==> src/design/sdu_pkg.sv <==
package sdu_pkg;

   // character codes
   localparam logic [7:0] CH_CR  = 8'h0D;
   localparam logic [7:0] CH_LF  = 8'h0A;
   localparam logic [7:0] CH_DOT = 8'h2E;

   // configuration register map
   localparam int unsigned CSR_ADDR_W  = 3;
   localparam logic        REG_MAX_MSG = 1'b0;
   localparam logic [31:0] MAX_MSG_RESET = 32'd25000000;

   // result buffer sizing
   localparam int unsigned MAX_RESULTS = 5;
   localparam int unsigned CNT_W       = 3;

   // bytes held back while the terminator may still match, in release order
   localparam logic [7:0] HELD_BYTES [MAX_RESULTS] = '{CH_CR, CH_LF, CH_DOT, CH_CR, 8'h00};

   // match state, one-hot
   typedef enum logic [6:0] {
      ST_LINE    = 7'b0000001,
      ST_LDOT    = 7'b0000010,
      ST_MID     = 7'b0000100,
      ST_CR      = 7'b0001000,
      ST_CRLF    = 7'b0010000,
      ST_CRLFD   = 7'b0100000,
      ST_CRLFDCR = 7'b1000000
   } state_type;

endpackage

==> src/design/smtp_data_dot_unstuffer.sv <==
// SMTP data-phase dot unstuffer and end-of-data detector. Each req beat carries one raw
// byte of the data phase. A doubled dot at the start of a line loses one dot, and the
// terminator CR LF dot CR LF is found byte by byte: bytes that might belong to it are held
// and released in order once the match breaks, so the terminator itself never appears on
// rsp. A byte causes zero to five rsp beats; the last beat of a byte has tlast set. The
// terminator causes one beat with tuser end_of_message set, out_valid clear, data zero and
// rejected set if the raw byte count passed max_message_bytes (APB address 0, reset
// 25000000); from the byte that passes the limit until the terminator no data beats are
// sent, and the count restarts after each terminator. Rate: a byte is accepted in every
// cycle as long as rsp is ready and each byte gives at most one beat; a byte that gives
// n beats (held bytes released plus the byte itself) keeps the five-entry result buffer
// busy until all n have left, and the next byte enters in the cycle the last of those
// beats leaves. The first rsp beat of a byte is registered and comes the cycle after it.
module smtp_data_dot_unstuffer (
   input  logic                               clock,
   input  logic                               reset,
   // request stream
   input  logic                               req_tvalid,
   output logic                               req_tready,
   input  logic [7:0]                         req_tdata,   // [7:0] data_byte
   // result stream
   output logic                               rsp_tvalid,
   input  logic                               rsp_tready,
   output logic [7:0]                         rsp_tdata,   // [7:0] out_byte
   output logic [2:0]                         rsp_tuser,   // [0] out_valid, [1] end_of_message,
                                                           // [2] rejected
   output logic                               rsp_tlast,   // run_last
   // configuration
   input  logic                               csr_psel,
   input  logic                               csr_penable,
   input  logic                               csr_pwrite,
   input  logic [sdu_pkg::CSR_ADDR_W-1:0]     csr_paddr,
   input  logic [31:0]                        csr_pwdata,
   output logic [31:0]                        csr_prdata,
   output logic                               csr_pready
);
   import sdu_pkg::*;

   // registers
   logic [31:0]            max_msg_ff;
   state_type              state_ff, state_in;
   logic [31:0]            count_ff, count_in;
   logic                   over_ff, over_in;
   logic [7:0]             buf_ff [MAX_RESULTS];
   logic [7:0]             buf_in [MAX_RESULTS];
   logic [CNT_W-1:0]       cnt_ff, cnt_in;
   logic                   eom_ff, eom_in;
   logic                   rej_ff, rej_in;

   // per-byte decode
   logic                   accept;
   logic                   pop;
   logic [7:0]             data;
   logic [CNT_W-1:0]       held_n;
   logic                   emit_b;
   logic                   eom_det;
   logic                   over_now;
   logic [31:0]            count_sat;
   logic [CNT_W-1:0]       res_n;

   // configuration port
   assign csr_pready = 1'b1;
   assign csr_prdata = (csr_paddr[CSR_ADDR_W-1] == REG_MAX_MSG) ? max_msg_ff : 32'd0;

   always_ff @(posedge clock) begin
      if (reset) begin
         max_msg_ff <= MAX_MSG_RESET;
      end else if (csr_psel && csr_penable && csr_pwrite && csr_pready
                   && csr_paddr[CSR_ADDR_W-1] == REG_MAX_MSG) begin
         max_msg_ff <= csr_pwdata;
      end
   end

   // handshake: take a byte once the buffer empties this cycle
   assign pop        = rsp_tvalid && rsp_tready;
   assign req_tready = (cnt_ff == '0) || (cnt_ff == CNT_W'(1) && rsp_tready);
   assign accept     = req_tvalid && req_tready;
   assign data       = req_tdata;

   // saturating byte count and limit test
   assign count_sat = (count_ff == '1) ? count_ff : count_ff + 32'd1;
   assign over_now  = over_ff || (count_sat > max_msg_ff);

   // match state machine: held bytes to release, whether this byte goes out, next state
   always_comb begin
      held_n   = '0;
      emit_b   = 1'b0;
      eom_det  = 1'b0;
      state_in = ST_MID;
      case (state_ff)
         ST_LINE: begin
            if (data == CH_DOT) begin
               emit_b   = 1'b1;
               state_in = ST_LDOT;
            end
         end
         ST_LDOT: begin
            if (data == CH_DOT) begin
               state_in = ST_MID;
            end
         end
         ST_CR: begin
            if (data == CH_LF) begin
               state_in = ST_CRLF;
            end else begin
               held_n = CNT_W'(1);
            end
         end
         ST_CRLF: begin
            if (data == CH_DOT) begin
               state_in = ST_CRLFD;
            end else begin
               held_n = CNT_W'(2);
            end
         end
         ST_CRLFD: begin
            if (data == CH_CR) begin
               state_in = ST_CRLFDCR;
            end else begin
               held_n = CNT_W'(3);
            end
         end
         ST_CRLFDCR: begin
            if (data == CH_LF) begin
               eom_det  = 1'b1;
               state_in = ST_LINE;
            end else begin
               held_n = CNT_W'(4);
            end
         end
         default: begin
         end
      endcase

      // ordinary byte handling where no special transition was taken
      if (!eom_det && !emit_b
          && !(state_ff == ST_LDOT && data == CH_DOT)
          && !(state_ff == ST_CR && data == CH_LF)
          && !(state_ff == ST_CRLF && data == CH_DOT)
          && !(state_ff == ST_CRLFD && (data == CH_DOT || data == CH_CR))) begin
         if (data == CH_CR) begin
            state_in = ST_CR;
         end else if (data == CH_LF) begin
            emit_b   = 1'b1;
            state_in = ST_LINE;
         end else begin
            emit_b   = 1'b1;
            state_in = ST_MID;
         end
      end
   end

   assign res_n = held_n + {{(CNT_W-1){1'b0}}, emit_b};

   // result buffer load and drain
   always_comb begin
      for (int k = 0; k < MAX_RESULTS; k++) begin
         if (pop) begin
            buf_in[k] = (k < MAX_RESULTS - 1) ? buf_ff[(k + 1) % MAX_RESULTS] : 8'h00;
         end else begin
            buf_in[k] = buf_ff[k];
         end
      end
      cnt_in   = pop ? cnt_ff - CNT_W'(1) : cnt_ff;
      eom_in   = eom_ff;
      rej_in   = rej_ff;
      count_in = count_ff;
      over_in  = over_ff;
      if (accept) begin
         count_in = count_sat;
         over_in  = over_now;
         eom_in   = 1'b0;
         rej_in   = 1'b0;
         for (int k = 0; k < MAX_RESULTS; k++) begin
            buf_in[k] = (CNT_W'(k) < held_n) ? HELD_BYTES[k] : data;
         end
         if (eom_det) begin
            buf_in[0] = 8'h00;
            cnt_in    = CNT_W'(1);
            eom_in    = 1'b1;
            rej_in    = over_now;
            count_in  = '0;
            over_in   = 1'b0;
         end else if (over_now) begin
            cnt_in = '0;
         end else begin
            cnt_in = res_n;
         end
      end
   end

   always_ff @(posedge clock) begin
      if (reset) begin
         state_ff <= ST_LINE;
         count_ff <= '0;
         over_ff  <= 1'b0;
         cnt_ff   <= '0;
         eom_ff   <= 1'b0;
         rej_ff   <= 1'b0;
      end else begin
         if (accept) begin
            state_ff <= state_in;
         end
         count_ff <= count_in;
         over_ff  <= over_in;
         cnt_ff   <= cnt_in;
         eom_ff   <= eom_in;
         rej_ff   <= rej_in;
      end
   end

   always_ff @(posedge clock) begin
      buf_ff <= buf_in;
   end

   // result beat
   assign rsp_tvalid = (cnt_ff != '0);
   assign rsp_tdata  = buf_ff[0];
   assign rsp_tuser  = {rej_ff, eom_ff, ~eom_ff};
   assign rsp_tlast  = (cnt_ff == CNT_W'(1));

`ifndef SYNTHESIS
   // an end-of-message beat stands alone
   a_eom_single: assert property (@(posedge clock) disable iff (reset)
      rsp_tvalid && eom_ff |-> rsp_tlast)
      else $error("end-of-message beat is not the last of its run");

   // the result buffer never holds more than a byte can cause
   a_cnt_range: assert property (@(posedge clock) disable iff (reset)
      cnt_ff <= CNT_W'(MAX_RESULTS))
      else $error("result buffer count out of range");

   // a terminator restarts matching and counting
   a_eom_restart: assert property (@(posedge clock) disable iff (reset)
      accept && eom_det |=> state_ff == ST_LINE && count_ff == '0 && !over_ff)
      else $error("state not restarted after terminator");

   // rejected only on an end-of-message beat
   a_rej_eom: assert property (@(posedge clock) disable iff (reset)
      rsp_tvalid && rej_ff |-> eom_ff)
      else $error("rejected flag on a data beat");

   // no data beat while the message is over the limit
   a_over_quiet: assert property (@(posedge clock) disable iff (reset)
      accept && over_now && !eom_det |=> cnt_ff == '0)
      else $error("data released while oversize");
`endif

endmodule
==> config.mk <==
export PLATFORM = sky130hd
export DESIGN_NAME = smtp_data_dot_unstuffer
export DESIGN_NICKNAME = d
export VERILOG_FILES = /design/src/design/sdu_pkg.sv /design/src/design/smtp_data_dot_unstuffer.sv
export SDC_FILE = /design/constraint.sdc
export NUM_CORES = 1
export LEC_CHECK = 0
export BUFFER_PORTS_ARGS = -buffer_cell sky130_fd_sc_hd__clkbuf_2
export CORE_MARGIN = 2
export CORE_UTILIZATION = 51
export DETAILED_ROUTE_END_ITERATION = 10
export HOLD_SLACK_MARGIN = 0.02
export PLACE_DENSITY = 0.72
export SYNTH_ARGS = -nofsm -noshare
export SYNTH_HDL_FRONTEND = slang
export SYNTH_SLANG_ARGS = --single-unit
==> constraint.sdc <==
create_clock -name clock -period 9.65 [get_ports clock]
set_clock_uncertainty 0.15 [all_clocks]
set_input_delay 0.4825 -clock clock [delete_from_list [all_inputs] [get_ports clock]]
set_output_delay 0.4825 -clock clock [all_outputs]
set_load 0.01 [all_outputs]
==> results.toml, run 1 <==
[run_status]
status = "finished, final reports clean"

[routing]
wl_per_cell_um = 15.5
viasPerCell = 5.75
firstDrtPassIters = 8
dr.first_iter.drc_count = 631
postRouteAntennaNets = 0
via_count = 6197
wirelength_mm = 16.7
drc = 0

[sta]
tightestPinTransition_ns = 1.02
setup_viol_count_final = 0
whs_ns = 0.113
period_needed_ns = 4.79
rsz0062_at_grt = "false"
timing.setup.tns_ns = 0
hold_viol = 0
max_freq_mhz = 209
relSlewSlack_pct = 32.0
drv_slew = 0
worst_slack_ns = 4.86
period_share_pct = 49.6

[yosys]
ys_seq_area_share_pct = 39.2
ys_warn_count = 0
syn_area_per_cell_sq_um = 8.45
synth_fp_nets = 916
synth_edf_count = 40
yosys.area.top_type = "dfxtp_1"
synth.most_common_cell = "nand2_1"
yosysUniqueCellTypes = 75
syn_inst = 828
async_reset_ff_share_pct = 0
netlist_area_sq_um = 7000
synth_top_area_share_pct = 22.0
synth_flop_cell = "dfxtp_1"
ys_ff_latch = 117
synth_common_cells = "118 x nand2_1, 81 x nor2_1, 77 x dfxtp_1"
synth_area_leaders = "dfxtp_1 22%, edfxtp_1 17%, ha_1 6.8%"

[clock_tree]
clockBufferDepth = 2
clk_pin_slew_ns = 0.06
numCtsBuffers = 17
cts_max_level = 4
cts_hold_buf = 0
clk_latency_ns = 0.42
cts.sinks = 117
cts_setup_buffers = 0
cts_resized = 0
cts_root_buffer = "clkbuf_16"
cts_tree = "built"

[finish]
multi_input_area_sq_um = 3800
antenna_cells = 0
syn2layout_area_growth_pct = 15.2
fill_cells = 1205
fin_util_pct = 60.4
regArea_sq_um = 2740
drive_above_1_share_pct = 17.0
layout.nets = 976

[power_and_ir_drop]
ir_worst_vdd_mv = 0.0940
p_per_area_nw_per_um2 = 221
p_leak_nw = 3.26

[grt]
track_usage_pct = 24.1
grt_max_degree = 63
antenna_found_initial = 0
grt_pass1_wl_mm = 28.2
grt_pass1_vias = 5729
grt-ovfl-total = 0

[place]
gp_routability_congestion = 0.893
dp_hpwl_mm = 11.7
place_ws_ns = 4.90
port_buffers = 93

[floorplan]
std_cell_rows = 42
die_w_um = 121
coreArea_sq_um = 13300
ios = 97
fp.dieH_um = 121
dieArea_sq_um = 14700
initial_core_util_pct = 52.4

[worst_setup_path]
cp_cell_sequence = "ha_1 -> nand4_2 -> or4b_4 -> nand2_1 -> nor2_1 -> xnor2_1 -> ha_1 -> nand4_1 -> or4_1 -> nor4b_1 -> a211oi_1 -> a21o_1 -> o32ai_1"
cp_max_fo = 14
worstSetupPathType = "flop to flop"
critPathCaptureType = "flop"
cp.required_ns = 9.83
cp.arrival_ns = 4.97
slowest_stage = "or4b_4"
cp-start-kind = "flop"
cpPeakStageDelay_ns = 0.68
crit_top_cell = "ha_1"
cp_num_buf_inv = 0
cp_top_family = "simple AND/OR/NAND/NOR gates"

[min_path]
hold_class = "input pin to flop"

[flow_run]
cap_violations = 0
==> registers in the layout, summed over array words and instances (netlist names) <==
name / count
max_msg_ff: 32
rej_ff: 1
buf_ff: 32
over_ff: 1
rsp_tdata: 8
count_ff: 32
eom_ff: 1
state_ff: 7
cnt_ff: 3
==> placed cells by master (no fill, tap or decap), types with 12 or more instances in the layout <==
cell type / count
xnor2_1: 22
a211o_1: 14
a31oi_1: 16
clkbuf_2: 93
nor2_1: 81
a21oi_1: 55
inv_1: 48
edfxtp_1: 40
clkbuf_16: 17
o21ai_1: 22
dfxtp_1: 77
ha_1: 38
o21ai_0: 16
nand4_1: 16
nand3_1: 30
nand2_1: 118
a22o_1: 12
==> cells by family after synthesis <==
kind of cell	count (synthesis)	synth area share, %
and+or+nand+nor	341	24.6
AOI/OAI and AO/OA	191	18.6
DFF	117	39.2
buffers and inverters	107	6.63
adders and majority gates	38	6.79
xor gates and xnor gates	32	4.00
other	1	0.0536
muxes	1	0.161
==> layout make-up <==
cell class	instances	share of cell area, %
flip-flops and latches	117	34.0
inverters	49	2.28
well taps	176	2.73
repair buffers	99	6.33
clock buffers	17	5.28
clock inverters	15	2.22
multi-input cells	604	47.1
==> stage by stage <==
stage | instances | instance area, sq um | total power, mW
finish | 1077 | 8060 | 1.78
floorplan | 828 | 7000 | 1.03
detailed placement | 1045 | 7450 | 1.14
CTS | 1077 | 8060 | 1.79
global route | 1077 | 8060 | 1.88
global placement | 1045 | 7450 | 1.13
==> worst paths after layout <==
kind	start	end	slack (ns)	depth (start not counted)
max	count_ff[0]	cnt_ff[2]	4.86	13
min	csr_pwdata[24]	max_msg_ff[24]	0.11	2
max reg2reg	count_ff[0]	cnt_ff[2]	4.86	13
min reg2reg	max_msg_ff[5]	max_msg_ff[5]	0.30	2
==> per-layer routing <==
layer	track usage [%]	part of all wire, %	vias to the layer above
met4	8.19	1.5	0
li1	-	-	3088
met5	0	0	-
met3	5.26	6.1	23
met2	36.0	46	176
met1	34.6	47	2910
==> power breakdown <==
group / total [mW] / internal (mW) / switching (mW)
combinational: 0.431 / 0.159 / 0.271
sequential: 0.705 / 0.662 / 0.0423
clock: 0.642 / 0.406 / 0.236
total: 1.78 / 1.23 / 0.549
Note: power is estimated with default switching activity, not from simulation.
==> inputs of run 2 (changes only) <==
- clock period: 9.65 -> 4.7 ns (I/O delays scaled with it)
==> results.toml, run 2 (synthesized netlist as in run 1, its figures left out) <==
[worst_setup_path]
cp.arrival_ns = 4.60
cp-start-kind = "flop"
r2r_end = "cnt_ff[2]"
critPathCaptureType = "flop"
cp_max_fo = 14
worstSetupPathType = "flop to flop"
rrSetupSlack_ns = 0.22
cp.required_ns = 4.83
r2r_cells = 13
rr_startpoint = "count_ff[25]"

[clock_tree]
cts_root_buffer = "clkbuf_16"
cts_tree = "built"
cts.sinks = 117
clk_latency_ns = 0.42
clockBufferDepth = 2
cts_max_level = 4
clk_pin_slew_ns = 0.05
numCtsBuffers = 17

[power_and_ir_drop]
p_leak_nw = 3.49
ir_worst_vdd_mv = 0.211
p_per_area_nw_per_um2 = 437

[grt]
grt_pass1_vias = 6025
grt-ovfl-total = 0
antenna_found_initial = 0
track_usage_pct = 25.2
grt_max_degree = 62
grt_pass1_wl_mm = 29.2

[run_status]
status = "finished, final reports clean"

[sta]
period_share_pct = 95.3
relSlewSlack_pct = 30.4
timing.setup.tns_ns = 0
whs_ns = 0.0254
worst_slack_ns = 0.222
drv_slew = 0
rsz0062_at_grt = "false"
tightestPinTransition_ns = 1.04
hold_viol = 0
period_needed_ns = 4.48
max_freq_mhz = 223
setup_viol_count_final = 0

[routing]
viasPerCell = 5.69
drc = 0
wl_per_cell_um = 15.5
postRouteAntennaNets = 0
firstDrtPassIters = 5
wirelength_mm = 17.5
dr.first_iter.drc_count = 485
via_count = 6402

[place]
dp_cells = 1059
gp_routability_congestion = 0.905
dp_hpwl_mm = 11.9
port_buffers = 93
place_ws_ns = 0.365

[finish]
layout_common_cells = "118 x nand2_1, 93 x clkbuf_2, 81 x nor2_1"
final_common_cell = "nand2_1"
fin_util_pct = 63.8
final_cells = 1125
largestRegisters = "buf_ff (32), count_ff (32), max_msg_ff (32)"
antenna_cells = 0
layout.nets = 1024
fill_cells = 1169
drive_above_1_share_pct = 17.3
syn2layout_area_growth_pct = 21.7

[floorplan]
coreArea_sq_um = 13300
ios = 97
die_w_um = 121
initial_core_util_pct = 52.4
dieArea_sq_um = 14700
fp.dieH_um = 121
std_cell_rows = 42

[min_path]
hold_class = "input pin to flop"
min_delay_path_depth = 2
worstHoldStart = "req_tdata[4]"
whs_endpoint = "buf_ff[4]"

[flow_run]
cap_violations = 0
## run 2: cell count changes in the layout (fill, tap and decap cells not counted), sizes merged
| cell | delta |
|---|---|
| dlygate4sd3 | +34 |
| clkbuf | +7 |
| buf | +14 |
| clkinvlp | -3 |
| clkinv | -2 |
| inv | -2 |
## run 2: how the worst max path moves through the flow
stage	from	to	slack (ns)	cells past startpoint
after CTS	count_ff[25]	rej_ff	0.27	14
final	count_ff[25]	cnt_ff[2]	0.22	13
after global placement	count_ff[25]	rej_ff	0.43	14
after global routing	count_ff[25]	cnt_ff[1]	0.004	14
after detailed placement	count_ff[25]	rej_ff	0.36	14
after floorplan	count_ff[0]	cnt_ff[1]	0.67	15
## run 2: final cells by class
cell class                 instances  area [sq um]  share of cell area (%)
clock inverter                     8           121                    1.42
timing repair buffer             147           956                    11.2
sequential                       117          2740                    32.2
tap                              176           220                    2.58
inverter                          49           184                    2.16
multi-input combinational        604          3800                    44.6
clock buffer                      24           493                    5.79
## run 2: layer usage
metal	up-vias	global-route usage, %	wire length (um)
li1	3195	-	-
met1	3026	34.5	8090
met2	151	39.4	8140
met3	30	4.32	838
met4	0	10.3	402
met5	-	0	0
## run 2: critical path: stages, from the launching register on
cell      delay (ns)
dfxtp_1         0.46
nand4_1         0.27
or2_1           0.34
or4b_4          0.61
nand2_1         0.22
nor2_1          0.09
xnor2_1         0.14
ha_1            0.28
nand4_1         0.12
or4_1           0.61
o21bai_1        0.20
a211oi_1        0.49
a21o_1          0.23
o32ai_1         0.10
## run 2: stage by stage
step,total power [mW],cell area (sq um)
finish,3.72,8520
global route,3.92,8520
CTS,3.73,8510
detailed placement,2.37,7560
global placement,2.35,7560
floorplan,2.12,7000
## run 2: report_power, final
part	internal, mW	switching [mW]	total [mW]
logic	0.357	0.577	0.935
registers	1.36	0.0817	1.44
clock network	0.890	0.452	1.34
total	2.61	1.11	3.72
## run 2: timing repair
item	4_1_cts	5_1_grt
hold buffers	34	0
resized for setup	0	1
endpoints found under the hold margin	35	0
buffers inserted	0	0
endpoints found under the setup margin	0	1
==> inputs of run 3 (changes only) <==
- GPL_TIMING_DRIVEN: unset -> 0
- SETUP_SLACK_MARGIN: unset -> 0.5
==> results.toml, run 3 (synthesized netlist as in run 1, its figures left out) <==
[floorplan]
initial_core_util_pct = 52.4
fp.dieH_um = 121
ios = 97
dieArea_sq_um = 14700
die_w_um = 121
std_cell_rows = 42
coreArea_sq_um = 13300

[routing]
via_count = 6745
firstDrtPassIters = 6
wl_per_cell_um = 16.7
postRouteAntennaNets = 0
viasPerCell = 5.74
wirelength_mm = 19.7
dr.first_iter.drc_count = 661
drc = 0

[worst_setup_path]
slowest_stage = "or4_4"
cp_cell_sequence = "buf_6 -> nand4_1 -> nor3_2 -> buf_4 -> nand4_1 -> or4_4 -> xnor2_2 -> ha_1 -> nand4_1 -> or4_4 -> nor4b_4 -> a211oi_2 -> a21o_1 -> o32ai_2"
worstSetupPathType = "flop to flop"
cp_top_family = "simple AND/OR/NAND/NOR gates"
critPathCaptureType = "flop"
crit_top_cell = "nand4_1"
cp-start-kind = "flop"
cpPeakStageDelay_ns = 0.57
cp_max_fo = 7
cp.required_ns = 4.88
cp_num_buf_inv = 2
cp.arrival_ns = 4.35

[finish]
largestRegisters = "buf_ff (32), count_ff (32), max_msg_ff (32)"
drive_above_1_share_pct = 20.8
layout.nets = 1074
layout_common_cells = "117 x nand2_1, 92 x clkbuf_2, 80 x nor2_1"
syn2layout_area_growth_pct = 26.9
final_common_cell = "nand2_1"
fin_util_pct = 66.5
antenna_cells = 0
fill_cells = 1125

[sta]
hold_viol = 0
max_freq_mhz = 240
timing.setup.tns_ns = 0
drv_slew = 0
setup_viol_count_final = 0
whs_ns = 0.0503
tightestPinTransition_ns = 1.03
period_needed_ns = 4.17
period_share_pct = 88.8
relSlewSlack_pct = 31.3
rsz0062_at_grt = "true"

[flow_run]
cap_violations = 0

[grt]
grt_pass1_wl_mm = 31.6
grt_pass1_vias = 6347
use_met1_pct = 38.8
grt_max_degree = 47
track_usage_pct = 27.7
use_met3_pct = 5.08
antenna_found_initial = 0
use_met2_pct = 42.1
grt_busiest_layer = "met2"
grt-ovfl-total = 0

[clock_tree]
cts.sinks = 117
cts_max_level = 4
cts_tree = "built"
cts_root_buffer = "clkbuf_16"
clk_latency_ns = 0.42
clk_pin_slew_ns = 0.05
clockBufferDepth = 2
numCtsBuffers = 17

[power_and_ir_drop]
p_per_area_nw_per_um2 = 422
p_leak_nw = 3.68
ir_worst_vdd_mv = 0.242
power_mw = 3.74

[place]
port_buffers = 90
gp_routability_congestion = 0.927
dp_hpwl_mm = 13.4

[min_path]
hold_class = "input pin to flop"

[run_status]
status = "finished, final reports clean"
==> run 3: repair_timing <==
| item | 4_1_cts | 5_1_grt |
|---|---|---|
| hold endpoints to repair | 33 | 0 |
| resized for setup | 28 | 36 |
| buffers inserted | 5 | 11 |
| hold buffers | 33 | 0 |
| pin swaps | 7 | 21 |
| endpoints found under the setup margin | 5 | 5 |
==> run 3: worst paths after layout <==
check / start / to / slack [ns] / depth (start not counted)
worst min register to register: max_msg_ff[2] / max_msg_ff[2] / 0.30 / 2
worst min-delay path: req_tdata[4] / buf_ff[4] / 0.05 / 2
worst max register to register: count_ff[2] / cnt_ff[2] / 0.53 / 14
worst max-delay path: count_ff[2] / cnt_ff[2] / 0.53 / 14
==> run 3: metal layers <==
| metal | up-vias | wire (um) |
|---|---|---|
| met2 | 263 | 8930 |
| met5 | - | 0 |
| met1 | 3159 | 8590 |
| met4 | 0 | 560 |
| li1 | 3278 | - |
| met3 | 45 | 1600 |
==> run 3: area by class of cell <==
cell class	count	area, sq um	share of cell area [%]
multi-input cells	604	3920	44.2
flip-flops and latches	117	2770	31.1
repair buffers	139	905	10.2
clock buffers	27	503	5.67
plain buffers	58	329	3.71
well taps	176	220	2.48
inverters	49	184	2.07
clock inverters	5	50.0	0.564
==> run 3: through the flow <==
step	cells	instance area, sq um	setup WS [ns]
after floorplan	828	7000	0.668
after global placement	1094	7670	-0.0648
after detailed placement	1094	7670	-0.0948
after CTS	1164	8690	0.508
after global routing	1175	8880	0.349
final	1175	8880	0.528
==> run 3: worst register-to-register path: stages, from the launching register on <==
cell	delay, ns
dfxtp_2	0.33
buf_6	0.12
nand4_1	0.20
nor3_2	0.27
buf_4	0.14
nand4_1	0.18
or4_4	0.58
xnor2_2	0.16
ha_1	0.31
nand4_1	0.13
or4_4	0.48
nor4b_4	0.39
a211oi_2	0.12
a21o_1	0.28
o32ai_2	0.24
==> run 3: power by group <==
group,internal [mW],switching (mW),total [mW]
Clock,0.778,0.441,1.22
Combinational,0.421,0.659,1.08
Sequential,1.36,0.0832,1.44
